[config.mk]
export PLATFORM = sky130hd
export DESIGN_NAME = ssd_delay
export DESIGN_NICKNAME = d
export VERILOG_FILES = /design/src/hw/rtl/ssd_delay.sv
export SDC_FILE = /design/constraint.sdc
export NUM_CORES = 1
export LEC_CHECK = 0
export ABC_AREA = 1
export BUFFER_PORTS_ARGS = -buffer_cell sky130_fd_sc_hd__buf_4
export CAP_MARGIN = 20
export CORE_UTILIZATION = 30
export CTS_BUF_LIST = sky130_fd_sc_hd__clkbuf_16
export CTS_CLUSTER_DIAMETER = 100
export DETAILED_ROUTE_END_ITERATION = 8
export PLACE_DENSITY = 0.51
export SLEW_MARGIN = 20
export SYNTH_ARGS = -nofsm -noshare
export SYNTH_HDL_FRONTEND = slang
export SYNTH_SLANG_ARGS = --single-unit
[constraint.sdc]
create_clock -name i_clk -period 1.6 [get_ports i_clk]
set_clock_uncertainty 0.1 [all_clocks]
set_input_delay 0.32 -clock i_clk [delete_from_list [all_inputs] [get_ports i_clk]]
set_output_delay 0.32 -clock i_clk [all_outputs]
set_load 0.02 [all_outputs]
[src/hw/rtl/ssd_delay.sv]
// Enable-gated delay line used to carry operands alongside the pipeline.
// No dependencies.
module ssd_delay #(
    parameter int W = 8,
    parameter int N = 2
) (
    input  logic         i_clk,
    input  logic         i_en,
    input  logic [W-1:0] i_d,
    output logic [W-1:0] o_q
);

    logic [W-1:0] r_dly [N];

    // advance the line on every pipeline step
    always_ff @(posedge i_clk) begin
        if (i_en) begin
            r_dly[0] <= i_d;
            for (int i = 1; i < N; i++) begin
                r_dly[i] <= r_dly[i-1];
            end
        end
    end

    assign o_q = r_dly[N-1];

endmodule

**After elaboration in Yosys (flattened, before gate mapping)**

Memory sizes are Yosys's and may differ from the RTL's.
Index checks and enable logic that the tools add are counted.

- Multiplexer cells: 2

Operators by type and width:

| cell | count |
|---|---|
| 2-to-1 mux 1 bit | 2 |

- RAM bits: 16
- Output and inout port bits: 8
- Memories: 1
- Flip-flop bits (word level): 0

Memory list:

| name | depth | width | read ports | clocked after Yosys merged registers in | wr ports | line | RTL |
|---|---|---|---|---|---|---|---|
| r_dly | 2 | 8 | 2 | 0 | 2 | 13 | `logic [W-1:0] r_dly [N];` |

**Depth between registers and ports, before layout**

- Depth after elaboration: 2
- Mapped depth: 1

**Worst setup path before layout**

No wires, ideal clock.

- Kind: register -> output
- Start: memory r_dly[1][0], in the netlist r_dly[0][8]
- End: output o_q[0]
- Setup slack: 0.690 ns
- Stages on the path, launching flop included: 2
- Arrival: 0.490 ns
- Cell sequence: edfxtp_1 buf_4

RTL lines:

| element | line | RTL |
|---|---|---|
| start: declaration | 13 |  |
| end: declaration | 10 | `output logic [W-1:0] o_q` |

==> out/metrics.cfg <==
[power_and_ir_drop]
powerDensity_mw_per_mm2 = 1450
max-vdd-ir-drop_uv = 817
internal_power_mw = 0.858
swShare = 0.172
total_leakage_power_nw = 0.277
p_total_mw = 1.04
clockPowerShare = 0.454
seq_power_share = 0.488
switchingPower_mw = 0.178
p_comb_frac = 0.058

[global_route]
busiest_layer = met2
grt_use_total = 0.0708
overflow = 0
grt_pass1_vias = 212
use_met3 = 0.0653
met1_usage = 0.0777
antenna_found_initial = 0
grt_max_degree = 17
grt_pass1_wl_um = 862
grtUsageMet2 = 0.0824

[timing]
fin_setup_tns_ps = 0
slew_violations = 0
setup_viol = 0
rsz0062_at_grt = false
worst_slack_ps = 414
fin_crit_sh = 0.741
max_freq_ghz = 0.843
tightest_slew_ps = 196
relSlewSlack = 0.870
period_needed_ps = 1190
hold_violations = 0

[run_status]
status = complete, no violations

[synthesis]
synth_common_cells = edfxtp_1, buf_4
synth-xor-area-share = 0
yosys.area.top_type_share = 0.889
synth-simple-area-share = 0
synth_fa_ha_area_frac = 0
synth_top_area_cell = edfxtp_1
synth_seq_cells = 16
syn-num-nets = 34
synth_compound_area_frac = 0
synth_top_family_by_area = buffers and inverters
synth.yosys.seq_area_share = 0.889
syn_avg_cell_area_um2 = 22.5
post-synth-top-count-cell = edfxtp_1
synth_area_leaders = edfxtp_1, buf_4
synth_edf_count = 16
syn-instance-count = 24
synth_mux_area_frac = 0
synth_warnings = 0
async_flop_share = 0
synthFlopType = edfxtp_1
synth.distinct_cells = 2
synth_area_um2 = 541

[place]
portBuffers = 17
gp_congestion = 0.572
preCtsSetupSlack_ps = 643

[clock_tree]
clkTransAtPathRegs_ps = 50
cts_setup_buffers = 0
clkSinkCount = 16
cts_root_buffer = clkbuf_16
cts_buffers = 3
postCtsHoldBufs = 0
htree_levels = 1
cts-root-to-sink-buffers = 2
cts_tree = done
cts.repair.resized = 0
insertion_delay_ps = 240

[worst_setup_path]
critPathTopFamily = flip-flops
start_kind = flip-flop
critPathLaunch = r_dly[0][15]
critPathRequiredTime_ps = 1180
crit_chain = buf_4
cp_max_fo = 1
rr_endpoint = r_dly[0][14]
r2r_slack_ps = 870
critPathSlowestCell = edfxtp_1
rr_worst_depth = 0
crit_end = o_q[7]
end_kind = primary output
critical_path_buf_inv_count = 1
arrival_ps = 770
worstReg2RegStart = r_dly[0][6]
cpPeakStageDelay_ps = 360
path_depth = 1
critPathKind = reg -> out

[floorplanning]
dieHeight_um = 44.4
pin_count = 18
die_x_um = 44.4
dieArea_mm2 = 0.00198
fp-row-count = 14
start_util = 0.339
core_area_mm2 = 0.00159

[detailed_routing]
first_iter_violations = 3
drc = 0
wl_per_cell_um = 9.25
antenna_left = 0
via_per_inst = 3.54
dr_total_vias = 216
drt_wl_total_um = 564
firstDrtPassIters = 3

[min_path]
holdPathStages = 1
hp-class = in -> reg

[layout]
area_growth_pct = 32.6
largest_reg_flops = 16
multi_input_cells = 0
top_register = r_dly
largest_registers = r_dly x16
num_antenna_cells = 0
fin_nets = 48
multi_input_area_um2 = 0
drive_gt1_frac = 0.541

[run]
max_cap_violations = 0

-- how the worst min path moves through the flow --
stage | end | start | slack [ps]
after floorplan | r_dly[0][10] | r_dly[0][2] | 300
after global placement | r_dly[0][14] | r_dly[0][6] | 310
after detailed placement | r_dly[0][15] | r_dly[0][7] | 310
after CTS | r_dly[0][3] | i_d[3] | 150
after global routing | r_dly[0][4] | i_d[4] | 140
final | r_dly[0][0] | i_d[0] | 150
-- stage by stage --
| step | area, µm² | util | cells | hold WS (ps) |
|---|---|---|---|---|
| after floorplan | 541 | - | 24 | 300 |
| after detailed placement | 638 | 0.400 | 57 | 308 |
| after global routing | 717 | 0.450 | 61 | 141 |
| final | 717 | 0.450 | 61 | 152 |
| after CTS | 717 | 0.450 | 61 | 147 |
| after global placement | 638 | 0.400 | 57 | 305 |
-- routing by layer --
metal | up-vias | part of all wire
li1 | 106 | -
met3 | 2 | 0.16
met5 | - | 0
met4 | 0 | 0.023
met1 | 87 | 0.46
met2 | 21 | 0.35
-- layout by cell type, fill, tap and decap left out --
cell type and instances:
buf_4 17, clkbuf_16 3, clkinv_1 1, edfxtp_1 16
-- power groups by stage --
stage | Combinational, mW | Clock, mW | Sequential (mW)
2_1_floorplan | 0.0361 | 0 | 0.511
3_3_place_gp | 0.0598 | 0 | 0.512
3_5_place_dp | 0.0612 | 0 | 0.514
4_1_cts | 0.0611 | 0.484 | 0.506
5_1_grt | 0.0631 | 0.507 | 0.509
6_report | 0.0600 | 0.470 | 0.506
-- cells by family (layout without fill, tap and decap cells) --
kind of cell / count (synthesis) / after routing
buffers and inverters: 8 / 21
DFF: 16 / 16
-- area by class of cell --
| type | instances | area (µm²) |
|---|---|---|
| timing repair buffer | 17 | 128 |
| sequential | 16 | 480 |
| fill | 146 | 877 |
| tap | 24 | 30.0 |
| clock inverter | 1 | 3.75 |
| clock buffer | 3 | 75.1 |
No activity file was read; power rests on OpenSTA's default activity.
